[config.mk]
export PLATFORM = sky130hd
export DESIGN_NAME = spi_fram_chunked_access_sequencer_flat
export DESIGN_NICKNAME = d
export VERILOG_FILES = /design/src/design/sfcas_pkg.sv /design/src/design/sfcas_ifs.sv /design/src/design/sfcas_front.sv /design/src/design/sfcas_queue.sv /design/src/design/sfcas_back.sv /design/src/design/spi_fram_chunked_access_sequencer.sv /design/src/flat_wrapper.sv
export VERILOG_INCLUDE_DIRS = /design/src /design/src/design
export SDC_FILE = /design/constraint.sdc
export NUM_CORES = 1
export LEC_CHECK = 0
export BUFFER_PORTS_ARGS = -buffer_cell sky130_fd_sc_hd__clkbuf_2
export CORE_MARGIN = 1
export CORE_UTILIZATION = 30
export CTS_CLUSTER_DIAMETER = 40
export DETAILED_ROUTE_END_ITERATION = 6
export PLACE_DENSITY_LB_ADDON = 0.12
export SYNTH_ARGS = -nofsm -noshare
export SYNTH_HDL_FRONTEND = slang
export SYNTH_SLANG_ARGS = --single-unit
[constraint.sdc]
create_clock -name i_clk -period 5.9 [get_ports i_clk]
set_clock_uncertainty 0.05 [all_clocks]
set_input_delay 0.59 -clock i_clk [delete_from_list [all_inputs] [get_ports i_clk]]
set_output_delay 0.59 -clock i_clk [all_outputs]
set_load 0.02 [all_outputs]
[src/design/spi_fram_chunked_access_sequencer_assert.svh]
// ----------------------------------------------------------------------------
// SPI FRAM chunked access sequencer: assertion macros
// Implication checks sampled on i_clk and disabled while i_rst_n is low.
// ----------------------------------------------------------------------------
`ifndef SPI_FRAM_CHUNKED_ACCESS_SEQUENCER_ASSERT_SVH
`define SPI_FRAM_CHUNKED_ACCESS_SEQUENCER_ASSERT_SVH

// same-cycle implication
`define SFCAS_ASSERT_NOW(lbl, ante, cons, msg) \
lbl: assert property (@(posedge i_clk) disable iff (!i_rst_n) (ante) |-> (cons)) else $error(msg);

// next-cycle implication
`define SFCAS_ASSERT_NXT(lbl, ante, cons, msg) \
lbl: assert property (@(posedge i_clk) disable iff (!i_rst_n) (ante) |=> (cons)) else $error(msg);

`endif

[src/design/sfcas_pkg.sv]
// ----------------------------------------------------------------------------
// sfcas_pkg
// Types and constants shared by the SPI FRAM chunked access sequencer.
// ----------------------------------------------------------------------------
package sfcas_pkg;

    localparam int MODE_W = 2;
    localparam int ADDR_W = 24;
    localparam int LEN_W  = 16;
    localparam int OP_W   = 3;
    localparam int BYTE_W = 8;

    localparam logic [MODE_W-1:0] MODE_START_RD = 2'd0;
    localparam logic [MODE_W-1:0] MODE_START_WR = 2'd1;
    localparam logic [MODE_W-1:0] MODE_TICK     = 2'd2;

    localparam logic [BYTE_W-1:0] CMD_WREN  = 8'h06;
    localparam logic [BYTE_W-1:0] CMD_READ  = 8'h03;
    localparam logic [BYTE_W-1:0] CMD_WRITE = 8'h02;
    localparam logic [BYTE_W-1:0] BYTE_MASK = 8'hFF;

    typedef enum logic [OP_W-1:0] {
        OP_SEL     = 3'd0,
        OP_DESEL   = 3'd1,
        OP_LIT     = 3'd2,
        OP_SENDBUF = 3'd3,
        OP_RECVBUF = 3'd4,
        OP_DONE    = 3'd5
    } t_op;

    typedef enum logic [1:0] {
        CMDQ_START_RD,
        CMDQ_START_WR,
        CMDQ_TICK
    } t_cmd;

    typedef enum logic [1:0] {
        KIND_IDLE,
        KIND_READ,
        KIND_WRITE
    } t_kind;

    typedef enum logic [3:0] {
        ST_IDLE,
        ST_WEN_SEL,
        ST_WEN_CMD,
        ST_WEN_DESEL,
        ST_SEL,
        ST_CMD,
        ST_ADDR_HI,
        ST_ADDR_MID,
        ST_ADDR_LO,
        ST_DATA,
        ST_DESEL,
        ST_DONE
    } t_state;

    typedef struct packed {
        t_cmd              cmd;
        logic [ADDR_W-1:0] address;
        logic [LEN_W-1:0]  length;
    } t_qent;

    typedef struct packed {
        logic  valid;
        t_qent ent;
    } t_push;

    typedef struct packed {
        logic  valid;
        t_qent ent;
    } t_head;

endpackage

[src/design/sfcas_ifs.sv]
// ----------------------------------------------------------------------------
// sfcas request and response channels
// Valid/ready channels for request beats and bus operation beats.
// ----------------------------------------------------------------------------
interface sfcas_req_if import sfcas_pkg::*; ();
    logic              valid;
    logic              ready;
    logic [MODE_W-1:0] mode;
    logic [ADDR_W-1:0] address;
    logic [LEN_W-1:0]  length;

    modport source (output valid, output mode, output address, output length, input ready);
    modport sink   (input valid, input mode, input address, input length, output ready);
endinterface

interface sfcas_rsp_if import sfcas_pkg::*; ();
    logic              valid;
    logic              ready;
    logic [OP_W-1:0]   op;
    logic [BYTE_W-1:0] byte_value;
    logic [LEN_W-1:0]  buffer_index;
    logic              last;

    modport source (output valid, output op, output byte_value, output buffer_index,
                    output last, input ready);
    modport sink   (input valid, input op, input byte_value, input buffer_index,
                    input last, output ready);
endinterface

[src/design/sfcas_front.sv]
// ----------------------------------------------------------------------------
// sfcas_front
// Accepts request beats, decodes the mode and drops undefined modes.
// ----------------------------------------------------------------------------
module sfcas_front import sfcas_pkg::*; (
    sfcas_req_if.sink i_req,
    input  logic      i_q_full,
    output t_push     o_push
);

    logic accept;

    assign i_req.ready = !i_q_full;
    assign accept      = i_req.valid && !i_q_full;

    always_comb begin
        o_push.valid       = 1'b0;
        o_push.ent.cmd     = CMDQ_TICK;
        o_push.ent.address = i_req.address;
        o_push.ent.length  = i_req.length;
        unique case (i_req.mode)
            MODE_START_RD: begin
                o_push.valid   = accept;
                o_push.ent.cmd = CMDQ_START_RD;
            end
            MODE_START_WR: begin
                o_push.valid   = accept;
                o_push.ent.cmd = CMDQ_START_WR;
            end
            MODE_TICK: begin
                o_push.valid   = accept;
                o_push.ent.cmd = CMDQ_TICK;
            end
            default: begin
                o_push.valid = 1'b0;
            end
        endcase
    end

endmodule

[src/design/sfcas_queue.sv]
// ----------------------------------------------------------------------------
// sfcas_queue
// Two-entry command queue between the front decoder and the sequencer.
// ----------------------------------------------------------------------------
module sfcas_queue import sfcas_pkg::*; (
    input  logic  i_clk,
    input  logic  i_rst_n,
    input  t_push i_push,
    input  logic  i_pop,
    output logic  o_full,
    output t_head o_head
);

    t_qent      r_mem [2];
    logic       r_wr_ptr;
    logic       r_rd_ptr;
    logic [1:0] r_count;
    logic       do_push;
    logic       do_pop;

    assign o_full       = (r_count == 2'd2);
    assign do_push      = i_push.valid && !o_full;
    assign do_pop       = i_pop && (r_count != 2'd0);
    assign o_head.valid = (r_count != 2'd0);
    assign o_head.ent   = r_mem[r_rd_ptr];

    always_ff @(posedge i_clk) begin
        if (do_push) begin
            r_mem[r_wr_ptr] <= i_push.ent;
        end
    end

    always_ff @(posedge i_clk) begin
        if (!i_rst_n) begin
            r_wr_ptr <= 1'b0;
            r_rd_ptr <= 1'b0;
            r_count  <= 2'd0;
        end else begin
            if (do_push) begin
                r_wr_ptr <= !r_wr_ptr;
            end
            if (do_pop) begin
                r_rd_ptr <= !r_rd_ptr;
            end
            if (do_push && !do_pop) begin
                r_count <= r_count + 2'd1;
            end else if (do_pop && !do_push) begin
                r_count <= r_count - 2'd1;
            end
        end
    end

endmodule

[src/design/sfcas_back.sv]
// ----------------------------------------------------------------------------
// sfcas_back
// Holds the access state and walks one chunk of bus operations per tick.
// ----------------------------------------------------------------------------
module sfcas_back import sfcas_pkg::*; #(
    parameter int CHUNK_BYTES = 16
) (
    input  logic        i_clk,
    input  logic        i_rst_n,
    input  t_head       i_head,
    output logic        o_pop,
    sfcas_rsp_if.source o_rsp
);

    localparam int CW = $clog2(CHUNK_BYTES) + 1;

    t_state            r_state;
    t_state            n_state;
    t_kind             r_kind;
    logic [ADDR_W-1:0] r_addr;
    logic [LEN_W-1:0]  r_len;
    logic [LEN_W-1:0]  r_idx;
    logic [CW-1:0]     r_cnt;

    logic              r_out_valid;
    t_op               r_out_op;
    logic [BYTE_W-1:0] r_out_byte;
    logic [LEN_W-1:0]  r_out_idx;
    logic              r_out_last;

    logic              advance;
    logic              emit;
    t_op               emit_op;
    logic [BYTE_W-1:0] emit_byte;
    logic [LEN_W-1:0]  emit_idx;
    logic              emit_last;
    logic              more_in_chunk;
    logic              data_left;

    assign advance       = !r_out_valid || o_rsp.ready;
    assign o_pop         = (r_state == ST_IDLE) && i_head.valid;
    assign data_left     = (r_idx < r_len);
    assign more_in_chunk = ((r_cnt + CW'(1)) < CW'(CHUNK_BYTES))
                           && (({1'b0, r_idx} + 17'd1) < {1'b0, r_len});

    assign o_rsp.valid        = r_out_valid;
    assign o_rsp.op           = r_out_op;
    assign o_rsp.byte_value   = r_out_byte;
    assign o_rsp.buffer_index = r_out_idx;
    assign o_rsp.last         = r_out_last;

    always_comb begin
        n_state = r_state;
        unique case (r_state)
            ST_IDLE: begin
                if (i_head.valid && i_head.ent.cmd == CMDQ_TICK) begin
                    if (r_kind == KIND_WRITE) begin
                        n_state = ST_WEN_SEL;
                    end else if (r_kind == KIND_READ) begin
                        n_state = ST_SEL;
                    end
                end
            end
            ST_WEN_SEL:   if (advance) n_state = ST_WEN_CMD;
            ST_WEN_CMD:   if (advance) n_state = ST_WEN_DESEL;
            ST_WEN_DESEL: if (advance) n_state = ST_SEL;
            ST_SEL:       if (advance) n_state = ST_CMD;
            ST_CMD:       if (advance) n_state = ST_ADDR_HI;
            ST_ADDR_HI:   if (advance) n_state = ST_ADDR_MID;
            ST_ADDR_MID:  if (advance) n_state = ST_ADDR_LO;
            ST_ADDR_LO: begin
                if (advance) begin
                    n_state = data_left ? ST_DATA : ST_DESEL;
                end
            end
            ST_DATA: begin
                if (advance && !more_in_chunk) begin
                    n_state = ST_DESEL;
                end
            end
            ST_DESEL: begin
                if (advance) begin
                    n_state = data_left ? ST_IDLE : ST_DONE;
                end
            end
            ST_DONE:      if (advance) n_state = ST_IDLE;
            default:      n_state = ST_IDLE;
        endcase
    end

    always_comb begin
        emit      = 1'b1;
        emit_op   = OP_SEL;
        emit_byte = '0;
        emit_idx  = '0;
        emit_last = 1'b0;
        unique case (r_state)
            ST_IDLE:      emit = 1'b0;
            ST_WEN_SEL:   emit_op = OP_SEL;
            ST_WEN_CMD: begin
                emit_op   = OP_LIT;
                emit_byte = CMD_WREN;
            end
            ST_WEN_DESEL: emit_op = OP_DESEL;
            ST_SEL:       emit_op = OP_SEL;
            ST_CMD: begin
                emit_op   = OP_LIT;
                emit_byte = (r_kind == KIND_WRITE) ? CMD_WRITE : CMD_READ;
            end
            ST_ADDR_HI: begin
                emit_op   = OP_LIT;
                emit_byte = r_addr[23:16] & BYTE_MASK;
            end
            ST_ADDR_MID: begin
                emit_op   = OP_LIT;
                emit_byte = r_addr[15:8] & BYTE_MASK;
            end
            ST_ADDR_LO: begin
                emit_op   = OP_LIT;
                emit_byte = r_addr[7:0] & BYTE_MASK;
            end
            ST_DATA: begin
                emit_op  = (r_kind == KIND_WRITE) ? OP_SENDBUF : OP_RECVBUF;
                emit_idx = r_idx;
            end
            ST_DESEL: begin
                emit_op   = OP_DESEL;
                emit_last = data_left;
            end
            ST_DONE: begin
                emit_op   = OP_DONE;
                emit_last = 1'b1;
            end
            default:      emit = 1'b0;
        endcase
    end

    always_ff @(posedge i_clk) begin
        if (!i_rst_n) begin
            r_state     <= ST_IDLE;
            r_kind      <= KIND_IDLE;
            r_addr      <= '0;
            r_len       <= '0;
            r_idx       <= '0;
            r_cnt       <= '0;
            r_out_valid <= 1'b0;
        end else begin
            r_state <= n_state;
            if (advance) begin
                r_out_valid <= emit;
            end
            if (o_pop && r_kind == KIND_IDLE && i_head.ent.cmd != CMDQ_TICK) begin
                r_addr <= i_head.ent.address;
                r_len  <= i_head.ent.length;
                r_idx  <= '0;
                r_kind <= (i_head.ent.cmd == CMDQ_START_RD) ? KIND_READ : KIND_WRITE;
            end
            if (r_state == ST_SEL) begin
                r_cnt <= '0;
            end
            if (r_state == ST_DATA && advance) begin
                r_idx  <= r_idx + LEN_W'(1);
                r_addr <= r_addr + ADDR_W'(1);
                r_cnt  <= r_cnt + CW'(1);
            end
            if (r_state == ST_DONE && advance) begin
                r_kind <= KIND_IDLE;
            end
        end
    end

    always_ff @(posedge i_clk) begin
        if (advance && emit) begin
            r_out_op   <= emit_op;
            r_out_byte <= emit_byte;
            r_out_idx  <= emit_idx;
            r_out_last <= emit_last;
        end
    end

endmodule

[src/design/spi_fram_chunked_access_sequencer.sv]
// ----------------------------------------------------------------------------
// spi_fram_chunked_access_sequencer
// Turns start requests and service ticks into SPI FRAM bus operation beats.
// ----------------------------------------------------------------------------
//  channel  dir  beat
//  i_req    in   mode, address, length
//  o_rsp    out  op, byte_value, buffer_index, last
//
//  A start request gives no beat and is taken by the sequencer while idle.
//  A tick gives up to 10 + CHUNK_BYTES beats, one per cycle while o_rsp
//  is ready, from the output register of the sequencer.
//  Up to two requests wait in the queue while the sequencer is busy.
//  A stall on o_rsp holds the sequencer; reset (i_rst_n low) empties all.
// ----------------------------------------------------------------------------
`include "spi_fram_chunked_access_sequencer_assert.svh"

module spi_fram_chunked_access_sequencer import sfcas_pkg::*; #(
    parameter int CHUNK_BYTES = 16
) (
    input  logic        i_clk,
    input  logic        i_rst_n,
    sfcas_req_if.sink   i_req,
    sfcas_rsp_if.source o_rsp
);

    t_push push;
    t_head head;
    logic  q_full;
    logic  pop;

    sfcas_front u_front (
        .i_req    (i_req),
        .i_q_full (q_full),
        .o_push   (push)
    );

    sfcas_queue u_queue (
        .i_clk   (i_clk),
        .i_rst_n (i_rst_n),
        .i_push  (push),
        .i_pop   (pop),
        .o_full  (q_full),
        .o_head  (head)
    );

    sfcas_back #(
        .CHUNK_BYTES (CHUNK_BYTES)
    ) u_back (
        .i_clk   (i_clk),
        .i_rst_n (i_rst_n),
        .i_head  (head),
        .o_pop   (pop),
        .o_rsp   (o_rsp)
    );

    `SFCAS_ASSERT_NOW(a_done_is_last, o_rsp.valid && o_rsp.op == OP_DONE, o_rsp.last, "done beat not last")
    `SFCAS_ASSERT_NOW(a_byte_only_lit, o_rsp.valid && o_rsp.op != OP_LIT, o_rsp.byte_value == 8'd0, "byte set off literal")
    `SFCAS_ASSERT_NOW(a_idx_only_data, o_rsp.valid && o_rsp.op != OP_SENDBUF && o_rsp.op != OP_RECVBUF, o_rsp.buffer_index == 16'd0, "index set off data")
    `SFCAS_ASSERT_NXT(a_done_then_sel, o_rsp.valid && o_rsp.ready && o_rsp.last && o_rsp.op == OP_DESEL, !o_rsp.valid || o_rsp.op == OP_SEL, "beat after chunk end")

endmodule

[src/flat_wrapper.sv]
// flat-port wrapper written by rule: the top's interface ports become plain ports
module spi_fram_chunked_access_sequencer_flat import sfcas_pkg::*;
#(
    parameter int CHUNK_BYTES = 16
)
  (i_clk, i_rst_n, i_req_valid, i_req_mode, i_req_address, i_req_length, i_req_ready, o_rsp_valid, o_rsp_op, o_rsp_byte_value, o_rsp_buffer_index, o_rsp_last, o_rsp_ready);
  sfcas_req_if i_req_i ();
  sfcas_rsp_if o_rsp_i ();
  input  logic i_clk;
  input  logic i_rst_n;
  input wire logic [$bits(i_req_i.valid)-1:0] i_req_valid;
  input wire logic [$bits(i_req_i.mode)-1:0] i_req_mode;
  input wire logic [$bits(i_req_i.address)-1:0] i_req_address;
  input wire logic [$bits(i_req_i.length)-1:0] i_req_length;
  output wire logic [$bits(i_req_i.ready)-1:0] i_req_ready;
  output wire logic [$bits(o_rsp_i.valid)-1:0] o_rsp_valid;
  output wire logic [$bits(o_rsp_i.op)-1:0] o_rsp_op;
  output wire logic [$bits(o_rsp_i.byte_value)-1:0] o_rsp_byte_value;
  output wire logic [$bits(o_rsp_i.buffer_index)-1:0] o_rsp_buffer_index;
  output wire logic [$bits(o_rsp_i.last)-1:0] o_rsp_last;
  input wire logic [$bits(o_rsp_i.ready)-1:0] o_rsp_ready;
  assign i_req_i.valid = i_req_valid;
  assign i_req_i.mode = i_req_mode;
  assign i_req_i.address = i_req_address;
  assign i_req_i.length = i_req_length;
  assign i_req_ready = i_req_i.ready;
  assign o_rsp_valid = o_rsp_i.valid;
  assign o_rsp_op = o_rsp_i.op;
  assign o_rsp_byte_value = o_rsp_i.byte_value;
  assign o_rsp_buffer_index = o_rsp_i.buffer_index;
  assign o_rsp_last = o_rsp_i.last;
  assign o_rsp_i.ready = o_rsp_ready;
  spi_fram_chunked_access_sequencer #(.CHUNK_BYTES(CHUNK_BYTES)) u_core (.i_clk(i_clk), .i_rst_n(i_rst_n), .i_req(i_req_i), .o_rsp(o_rsp_i));
endmodule
==> metrics.cfg, run 1 <==
[run_status]
status = finished, final reports clean

[synth]
synth-seq-area-share_pct = 56.07
synth-edff-count = 112
ys_ff_latch = 185
async_reset_ff_share_pct = 0
synth_fp_nets = 854
synth_ff_type = edfxtp_1
netlist_area_um2 = 8605
synth_top_area_share_pct = 39.09
syn_inst = 771
syn_avg_cell_area_um2 = 11.16
yosys_warnings = 0
synth_top_area_cell = edfxtp_1
synth_area_leaders = edfxtp_1, dfxtp_1, ha_1
ys_types = 67

[sta]
final.min_clock_period_ns = 3.525
setup_viol = 0
timing.final.crit_share_pct = 59.74
tightest_slew_ns = 0.9221
rsz0062_at_grt = false
relSlewSlack_pct = 38.53
max_freq_mhz = 283.7
final-hold-violation-count = 0
maxSlewViolCount = 0
setup_tns_ns = 0

[global_routing]
groute.usage.overall_pct = 14.73
grt_max_degree = 63
grt_pass1_wl_um = 32810
first_global_vias = 5721
antenna_found_initial = 0
grt_overflow = 0

[clock_network]
clock-sinks = 185
hold_buffers = 0
cts_made_buffers = 17
clock_path_buffers = 2
post_cts_buffers = 0
path_clk_slew_ns = 0.07
ctsResizeCount = 0
cts-htree-levels = 4
worstSkewPairLatency_ns = 0.42
cts_root_buffer = clkbuf_16
cts_tree = built

[drt]
dr.pass1.iters = 5
ant_nets = 0
drtIter0Drc = 467
via_per_inst = 4.924
wirelength_um = 20670
drt-wirelength-per-cell_um = 16.90
num_vias = 6022
drcViolationCount = 0

[finish]
drive_above_1_share_pct = 16.33
antenna_cells = 0
fin_nets = 915
areaGrowthSynthToFinish_pct = 15.27
stdcell_area_um2 = 9918

[place]
portBuffers = 75
place.detailed.hpwl_um = 14130
gp_congestion = 0.7953
place_area_um2 = 9351

[power_and_ir_drop]
peakVddDrop_v = 0.0001386
p_per_area_nw_per_um2 = 432.5
p_leak_nw = 3.623

[floorplan]
die_w_um = 171.4
dieHeight_um = 171.4
rows = 61
dieArea_um2 = 29360
io_pins = 76
initial_core_util_pct = 30.72
core_area_um2 = 28010

[worst_setup_path]
cp.arrival_ns = 3.82
crit_path_max_incr_delay_ns = 0.48
crit_start = u_core.u_back.r_idx[0]
end_kind = register
crit_chain = ha_1 > and4_1 > and2_1 > nand3_1 > xnor2_1 > ha_1 > and3_1 > a221oi_1 > nand3_1 > o31a_1 > o311ai_2 > mux2i_1
crit_type = reg -> reg
crit_path_start_kind = register
path_buf_inv = 0
cp_slowest_cell = o311ai_2
worstPathRequired_ns = 6.19
path_delay_family = compound AO/OA/AOI/OAI gates
worst-path-max-fanout = 8
r2r_start = u_core.u_back.r_idx[0]

[flow_run]
drv_cap = 0

[worst_hold_path]
min_from = i_req_address[22]
hold_class = in -> reg

[state kept, by name, indices dropped and copies added, names as in the netlist, named ones only]
register / cells
u_core.u_back.r_cnt: 5
u_core.u_back.o_rsp.buffer_index: 16
u_core.u_back.o_rsp.byte_value: 8
u_core.u_queue.r_mem: 84
u_core.u_back.r_addr: 24
u_core.u_back.o_rsp.op: 3
u_core.u_back.r_len: 16
u_core.u_back.o_rsp.last: 1
u_core.u_queue.r_rd_ptr: 1
u_core.u_back.r_state: 4
u_core.u_queue.r_wr_ptr: 1
u_core.u_back.r_idx: 16
u_core.u_queue.r_count: 2
u_core.u_back.r_kind: 2
u_core.u_back.o_rsp.valid: 1
[through the flow]
| step | total power [W] | setup WS (ns) | hold WS, ns | util [%] | instances |
|---|---|---|---|---|---|
| finish | 0.004289 | 2.375 | 0.3050 | 35.41 | 1223 |
| global route | 0.004583 | 2.147 | 0.2811 | 35.41 | 1223 |
| CTS | 0.004352 | 2.346 | 0.2813 | 35.41 | 1223 |
| detailed placement | 0.003225 | 2.388 | 0.4139 | 33.39 | 1191 |
| global placement | 0.003227 | 2.422 | 0.4085 | 33.39 | 1191 |
| floorplan | 0.002807 | 2.584 | 0.3734 | - | 771 |
[cells in the final DEF (no fill, tap or decap), drive strengths merged, types with 3 or more instances in the layout]
| master | Yosys | routed |
|---|---|---|
| a31oi | 5 | 5 |
| edfxtp | 112 | 112 |
| a311oi | 7 | 7 |
| inv | 28 | 33 |
| nand2b | 6 | 6 |
| o21a | 4 | 4 |
| xnor2 | 10 | 10 |
| a22oi | 3 | 3 |
| clkbuf | 27 | 98 |
| nor3 | 13 | 13 |
| nand3 | 20 | 20 |
| o211ai | 3 | 3 |
| nand3b | 3 | 3 |
| ha | 37 | 37 |
| and4 | 5 | 5 |
| nor2 | 68 | 68 |
| dfxtp | 73 | 73 |
| xor2 | 10 | 10 |
| buf | 13 | 7 |
| mux2i | 35 | 35 |
| o21ai | 37 | 37 |
| nand2 | 48 | 48 |
| a211oi | 30 | 30 |
| a222oi | 5 | 5 |
| a2111oi | 7 | 7 |
| and3 | 12 | 12 |
| mux2 | 9 | 9 |
| a21oi | 53 | 53 |
| nor2b | 9 | 9 |
| nand4 | 12 | 12 |
| and2 | 27 | 27 |
| or3 | 9 | 9 |
[layer usage]
| layer | vias up | track usage [%] | share of wire (%) |
|---|---|---|---|
| met1 | 2883 | 21.98 | 51 |
| met5 | - | 0 | 0 |
| met3 | 14 | 2.439 | 5.0 |
| met4 | 0 | 4.620 | 1.5 |
| met2 | 131 | 21.46 | 42 |
| li1 | 2994 | - | - |
[worst paths after layout]
| kind | cells past startpoint | end | slack (ns) |
|---|---|---|---|
| max | 12 | u_core.u_back.r_state[2] | 2.38 |
| min | 1 | u_core.u_queue.r_mem[0][38] | 0.31 |
| max reg2reg | 12 | u_core.u_back.r_state[2] | 2.38 |
| min reg2reg | 1 | u_core.u_back.r_cnt[3] | 0.42 |
[cells by family (layout without fill, tap and decap cells)]
group	count (synthesis)	count (layout)	share of synthesized area [%]
buffers and inverters	68	142	3.155
adder cells (fa/ha/maj)	37	37	5.380
AND/OR/NAND/NOR	241	241	14.54
XOR/XNOR	20	20	2.036
flip-flops	185	185	56.07
AO/OA/AOI/OAI	176	176	13.57
multiplexers	44	44	5.249
[report_power, final]
group          internal [W]  switching (W)
clock network      0.000596       0.000512
registers           0.00168       0.000195
logic              0.000475       0.000831
[final cells by class]
cell class	instances	area (um2)
Fill cell	2809	18090
Sequential cell	185	4826
Multi-Input combinational cell	518	3520
Clock buffer	23	488.0
Tap cell	378	473.0
Timing Repair Buffer	82	427.9
Inverter	28	105.1
Clock inverter	9	78.83
[Yosys cell counts (all sizes together), types with 4 or more instances]
master   number
a2111oi       7
a211oi       30
a21oi        53
a222oi        5
a311oi        7
a31oi         5
and2         27
and3         12
and4          5
buf          13
clkbuf       27
dfxtp        73
edfxtp      112
ha           37
inv          28
mux2          9
mux2i        35
nand2        48
nand2b        6
nand3        20
nand4        12
nor2         68
nor2b         9
nor3         13
o21a          4
o21ai        37
or3           9
xnor2        10
xor2         10
[worst reg2reg max path: cells and delay by family, from the launching register on]
family / cells / cell delay (ns)
AOI/OAI and AO/OA: 3 / 0.99
xor gates and xnor gates: 1 / 0.15
adders and majority gates: 2 / 0.57
DFF: 1 / 0.45
muxes: 1 / 0.24
and+or+nand+nor: 5 / 0.98
Power figures use the tool's default switching activity.
==> run 2, diff against run 1 <==
--- a/config.mk
+++ b/config.mk
@@ -6,6 +6,7 @@
 export SDC_FILE = /design/constraint.sdc
 export NUM_CORES = 1
 export LEC_CHECK = 0
+export ABC_AREA = 1
 export BUFFER_PORTS_ARGS = -buffer_cell sky130_fd_sc_hd__clkbuf_2
 export CORE_MARGIN = 1
 export CORE_UTILIZATION = 30
==> constraint.sdc (replaced) <==
create_clock -name i_clk -period 3 [get_ports i_clk]
set_clock_uncertainty 0.05 [all_clocks]
set_input_delay 0.3 -clock i_clk [delete_from_list [all_inputs] [get_ports i_clk]]
set_output_delay 0.3 -clock i_clk [all_outputs]
set_load 0.02 [all_outputs]
==> metrics.cfg, run 2 <==
[run_status]
status = finished, final reports clean

[finish]
drive_above_1_share_pct = 15.82
largest_register_ffs = 84
mostFrequentLayoutCells = nand2_1, edfxtp_1, inv_1, nor2_1, clkbuf_2
stdcell_area_um2 = 10350
num-fill-cells = 2937
areaGrowthSynthToFinish_pct = 17.90
top_regs = u_core.u_queue.r_mem x84, u_core.u_back.r_addr x24
regMostFlops = u_core.u_queue.r_mem
antenna_cells = 0
layout_commonest_cell = nand2_1
fin_nets = 1119

[drt]
drtIter0Drc = 344
drcViolationCount = 0
via_per_inst = 4.595
drt-wirelength-per-cell_um = 15.47
num_vias = 6585
ant_nets = 0
dr.pass1.iters = 5
wirelength_um = 22170

[floorplan]
initial_core_util_pct = 30.51
core_area_um2 = 28780
rows = 62
io_pins = 76
die_w_um = 173.1
dieHeight_um = 173.1
dieArea_um2 = 29950

[worst_setup_path]
crit_top_cell = nand2_1
crit_type = reg -> reg
crit_chain = ha_2 > nand2_1 > nor2_2 > nand3_2 > nor2_1 > xor2_1 > ha_1 > a21o_1 > nor2_1 > nand3_1 > nand2_1 > nand2_1 > nand2_1 > nand2_1 > nand2_2 > nand2_1 > nand2_1 > nor2_1
cp.arrival_ns = 2.93
worstPathRequired_ns = 3.28
worst-path-max-fanout = 7
path_delay_family = simple AND/OR/NAND/NOR gates
crit_path_start_kind = register
cp_slowest_cell = dfxtp_2
crit_path_max_incr_delay_ns = 0.37
end_kind = register
path_buf_inv = 0

[place]
place.detailed.hpwl_um = 14960
place_area_um2 = 9537
portBuffers = 75
gp_congestion = 0.8398

[synth]
synth-edff-count = 112
syn_avg_cell_area_um2 = 9.300
netlist_area_um2 = 8780
synth_top_area_cell = edfxtp_1
synth-seq-area-share_pct = 54.95
yosysMostFrequentCell = nand2_1
synth_fp_nets = 1027
yosys_warnings = 0
ys_types = 52
ys_ff_latch = 185
syn_inst = 944
yosys-top-cells-count = nand2_1, edfxtp_1, inv_1
async_reset_ff_share_pct = 0
synth_area_leaders = edfxtp_1, dfxtp_1, nand2_1
synth_ff_type = edfxtp_1
synth_top_area_share_pct = 38.31

[global_routing]
first_global_vias = 6384
antenna_found_initial = 0
groute.usage.overall_pct = 15.32
grt_max_degree = 49
grt_overflow = 0
grt_pass1_wl_um = 35690

[power_and_ir_drop]
p_per_area_nw_per_um2 = 873.0
peakVddDrop_v = 0.0003033
p_leak_nw = 4.006

[sta]
final-hold-violation-count = 0
timing.final.crit_share_pct = 88.36
final.min_clock_period_ns = 2.651
setup_viol = 0
relSlewSlack_pct = 52.90
max_freq_mhz = 377.3
maxSlewViolCount = 0
tightest_slew_ns = 0.7058
rsz0062_at_grt = false
setup_tns_ns = 0

[clock_network]
path_clk_slew_ns = 0.07
cts_tree = built
worstSkewPairLatency_ns = 0.43
cts_root_buffer = clkbuf_16
post_cts_buffers = 0
cts-htree-levels = 4
clock_path_buffers = 2
clock-sinks = 185
cts_made_buffers = 17

[worst_hold_path]
hold_class = in -> reg

[flow_run]
drv_cap = 0

[run 2: cell count changes after synthesis, sizes merged, moves of 10 or more]
| cell | change |
|---|---|
| nand2 | +180 |
| o21ai | +27 |
| and2 | -27 |
| a31oi | +21 |
| inv | +71 |
| clkbuf | -11 |
| o211ai | +10 |
| mux2i | -33 |
| nor2 | +19 |
| and3 | -10 |
| a211oi | -25 |
[run 2: worst paths after layout]
kind	startpoint	endpoint	slack, ns	depth (start not counted)
min reg2reg	u_core.u_back.r_idx[0]	u_core.u_back.r_idx[0]	0.43	1
min	i_req_length[9]	u_core.u_queue.r_mem[0][9]	0.02	1
max reg2reg	u_core.u_back.r_idx[0]	u_core.u_back.r_state[1]	0.35	18
max	u_core.u_back.r_idx[0]	u_core.u_back.r_state[1]	0.35	18
[run 2: per-stage QoR]
stage	hold slack [ns]	cells	setup slack [ns]	utilization (%)	power (W)
final	0.01763	1433	0.3493	35.97	0.009036
after global routing	0.001069	1433	0.02086	35.97	0.009684
after CTS	0.00002814	1431	0.3006	35.82	0.009161
after detailed placement	0.4230	1378	0.2962	33.14	0.006932
after global placement	0.4115	1378	0.3646	33.14	0.006934
after floorplan	0.3489	944	0.4052	-	0.005975
[run 2: worst reg2reg max path, delay by kind of cell, from the launching register on]
kind	cells	cell delay (ns)
flip-flops	1	0.37
AND/OR/NAND/NOR	14	1.31
AO/OA/AOI/OAI	1	0.18
adder cells (fa/ha/maj)	2	0.48
XOR/XNOR	1	0.21
[run 2: repair_timing]
item                                    CTS  global route
endpoints found under the hold margin    42             4
gates resized for setup                   0             7
hold buffers                             21             2
endpoints found under the setup margin    0             4
[run 2: logic make-up (layout without fill, tap and decap cells)]
kind of cell	Yosys count	after routing	synth area share (%)
multiplexers	2	2	0.2280
flip-flops	185	185	54.95
AO/OA/AOI/OAI	180	180	11.96
XOR/XNOR	19	19	1.895
buffers and inverters	134	239	6.570
AND/OR/NAND/NOR	387	387	19.13
adder cells (fa/ha/maj)	37	37	5.273
[run 2: metal layers]
layer  vias up  track usage, %  share of wire, %
li1       3381               -                 -
met4         0           3.945              0.98
met3        15           2.507               2.9
met5         -               0                 0
met1      3075           22.17                52
met2       114           23.66                45
[run 2: where the power goes]
part	internal, W	switching [W]
Clock	0.00110	0.00109
Sequential	0.00341	0.000405
Combinational	0.000933	0.00210
[run 2: layout make-up]
| type | count | area, um2 | share of cell area [%] |
|---|---|---|---|
| Multi-Input combinational cell | 625 | 3425 | 33.08 |
| Timing Repair Buffer | 108 | 680.7 | 6.576 |
| Clock buffer | 18 | 429.2 | 4.146 |
| Clock inverter | 14 | 133.9 | 1.293 |
| Inverter | 99 | 374.1 | 3.614 |
| Tap cell | 384 | 480.5 | 4.642 |
| Sequential cell | 185 | 4828 | 46.65 |
==> run 3, diff against run 2 <==
--- a/config.mk
+++ b/config.mk
@@ -12,7 +12,6 @@
 export CORE_UTILIZATION = 30
 export CTS_CLUSTER_DIAMETER = 40
 export DETAILED_ROUTE_END_ITERATION = 6
-export PLACE_DENSITY_LB_ADDON = 0.12
 export SYNTH_ARGS = -nofsm -noshare
 export SYNTH_HDL_FRONTEND = slang
 export SYNTH_SLANG_ARGS = --single-unit
==> metrics.cfg, run 3 (same netlist as run 2, synthesis figures left out) <==
[floorplan]
rows = 62
dieHeight_um = 173.1
initial_core_util_pct = 30.51
dieArea_um2 = 29950
io_pins = 76
die_w_um = 173.1
core_area_um2 = 28780

[finish]
largest_register_ffs = 84
post-route-util_pct = 36.27
stdcell_area_um2 = 10440
mostFrequentLayoutCells = nand2_1, edfxtp_1, inv_1, nor2_1, clkbuf_2
layout_commonest_cell = nand2_1
fin_nets = 1124
drive_above_1_share_pct = 15.18
top_regs = u_core.u_queue.r_mem x84, u_core.u_back.r_addr x24
regMostFlops = u_core.u_queue.r_mem
areaGrowthSynthToFinish_pct = 18.88
num-fill-cells = 2948
antenna_cells = 0

[global_routing]
grt_pass1_wl_um = 33550
first_global_vias = 6454
groute.usage.overall_pct = 14.11
grt_overflow = 0
grt_max_degree = 49
antenna_found_initial = 0

[worst_setup_path]
reg2reg_slack_ns = 0.27
cp.arrival_ns = 3.01
cp_slowest_cell = dfxtp_1
worst-path-max-fanout = 7
crit_path_max_incr_delay_ns = 0.41
crit_type = reg -> reg
crit_top_cell = nand2_1
end_kind = register
crit_path_start_kind = register
worstPathRequired_ns = 3.28
crit_chain = ha_1 > nand2_1 > nor2_2 > nand3_2 > nor2_2 > nand2_1 > nor2_1 > xor2_1 > ha_1 > nand3_1 > nand4_1 > a21oi_1 > nand2_1 > nand2_2 > nand2_1 > nand2_1 > nor2_1

[clock_network]
cts_tree = built
cts_root_buffer = clkbuf_16
cts-htree-levels = 4
clock_path_buffers = 2
cts_made_buffers = 17
clock-sinks = 185
path_clk_slew_ns = 0.07
worstSkewPairLatency_ns = 0.43

[sta]
setup_tns_ns = 0
setup_viol = 0
tightest_slew_ns = 0.9870
max_freq_mhz = 366.4
final-hold-violation-count = 0
fin_hold_ws_ns = 0.01781
rsz0062_at_grt = false
maxSlewViolCount = 0
timing.final.crit_share_pct = 90.98
final.min_clock_period_ns = 2.729
relSlewSlack_pct = 34.13

[worst_hold_path]
hold_class = in -> reg

[power_and_ir_drop]
finalPower_w = 0.009103
peakVddDrop_v = 0.0003532
p_per_area_nw_per_um2 = 872.1
p_leak_nw = 4.046

[place]
place.detailed.hpwl_um = 14350
gp_congestion = 0.8663
portBuffers = 75
place_area_um2 = 9527

[drt]
dr.pass1.iters = 5
met1_length_um = 9960
wirelength_um = 20640
via_per_inst = 4.725
num_vias = 6795
drcViolationCount = 0
drt-wirelength-per-cell_um = 14.35
ant_nets = 0
drtIter0Drc = 434
wl_met2_um = 9312
highest_layer = met4
dr_wl_met3_um = 1049

[flow_run]
drv_cap = 0

[run_status]
status = finished, final reports clean

[run 3: cell count changes in the layout (fill, tap and decap cells not counted), sizes merged]
cell / previous run / this run
buf: 10 / 8
bufinv: 0 / 1
dlygate4sd3: 23 / 30
clkinvlp: 1 / 2
clkinv: 7 / 3
clkbuf: 93 / 92
inv: 105 / 108
[run 3: path summary, 6_finish.rpt]
path,to,cells after the start,startpoint
max,u_core.u_back.r_state[1],17,u_core.u_back.r_idx[0]
min,u_core.u_queue.r_mem[1][5],1,i_req_length[5]
min reg2reg,u_core.u_back.r_cnt[4],2,u_core.u_back.r_cnt[4]
max reg2reg,u_core.u_back.r_state[1],17,u_core.u_back.r_idx[0]
[run 3: final cells by class]
class	count	area [um2]	share of cell area [%]
Multi-Input combinational cell	625	3405	32.62
Inverter	99	374.1	3.584
Clock buffer	17	425.4	4.076
Tap cell	384	480.5	4.603
Clock inverter	15	180.2	1.726
Sequential cell	185	4825	46.22
Timing Repair Buffer	113	748.2	7.169
[run 3: routing by layer]
| metal | global-route usage [%] | vias to the layer above |
|---|---|---|
| li1 | - | 3395 |
| met1 | 18.96 | 3202 |
| met2 | 22.51 | 171 |
| met3 | 2.902 | 27 |
| met4 | 4.867 | 0 |
| met5 | 0 | - |
[run 3: what timing repair did]
item / 4_1_cts / 5_1_grt
buffers inserted: 0 / 0
hold buffers: 30 / 0
hold endpoints to repair: 60 / 0
setup endpoints to repair: 0 / 4
resized for setup: 0 / 1
[run 3: power breakdown]
part           switching [W]  internal (W)
Combinational        0.00205      0.000951
Clock                0.00109       0.00120
Sequential          0.000406       0.00341
[run 3: critical path, delay by kind of cell (launching register included)]
family | cells | cell delay (ns)
and+or+nand+nor | 13 | 1.34
adders and majority gates | 2 | 0.49
DFF | 1 | 0.41
xor gates and xnor gates | 1 | 0.22
AOI/OAI and AO/OA | 1 | 0.13
[run 3: metrics by stage]
stage	std cells	setup WS, ns
final	1438	0.2706
after CTS	1438	0.2818
after detailed placement	1376	0.3174
after floorplan	944	0.4052
after global placement	1376	0.4150
after global routing	1438	0.009689
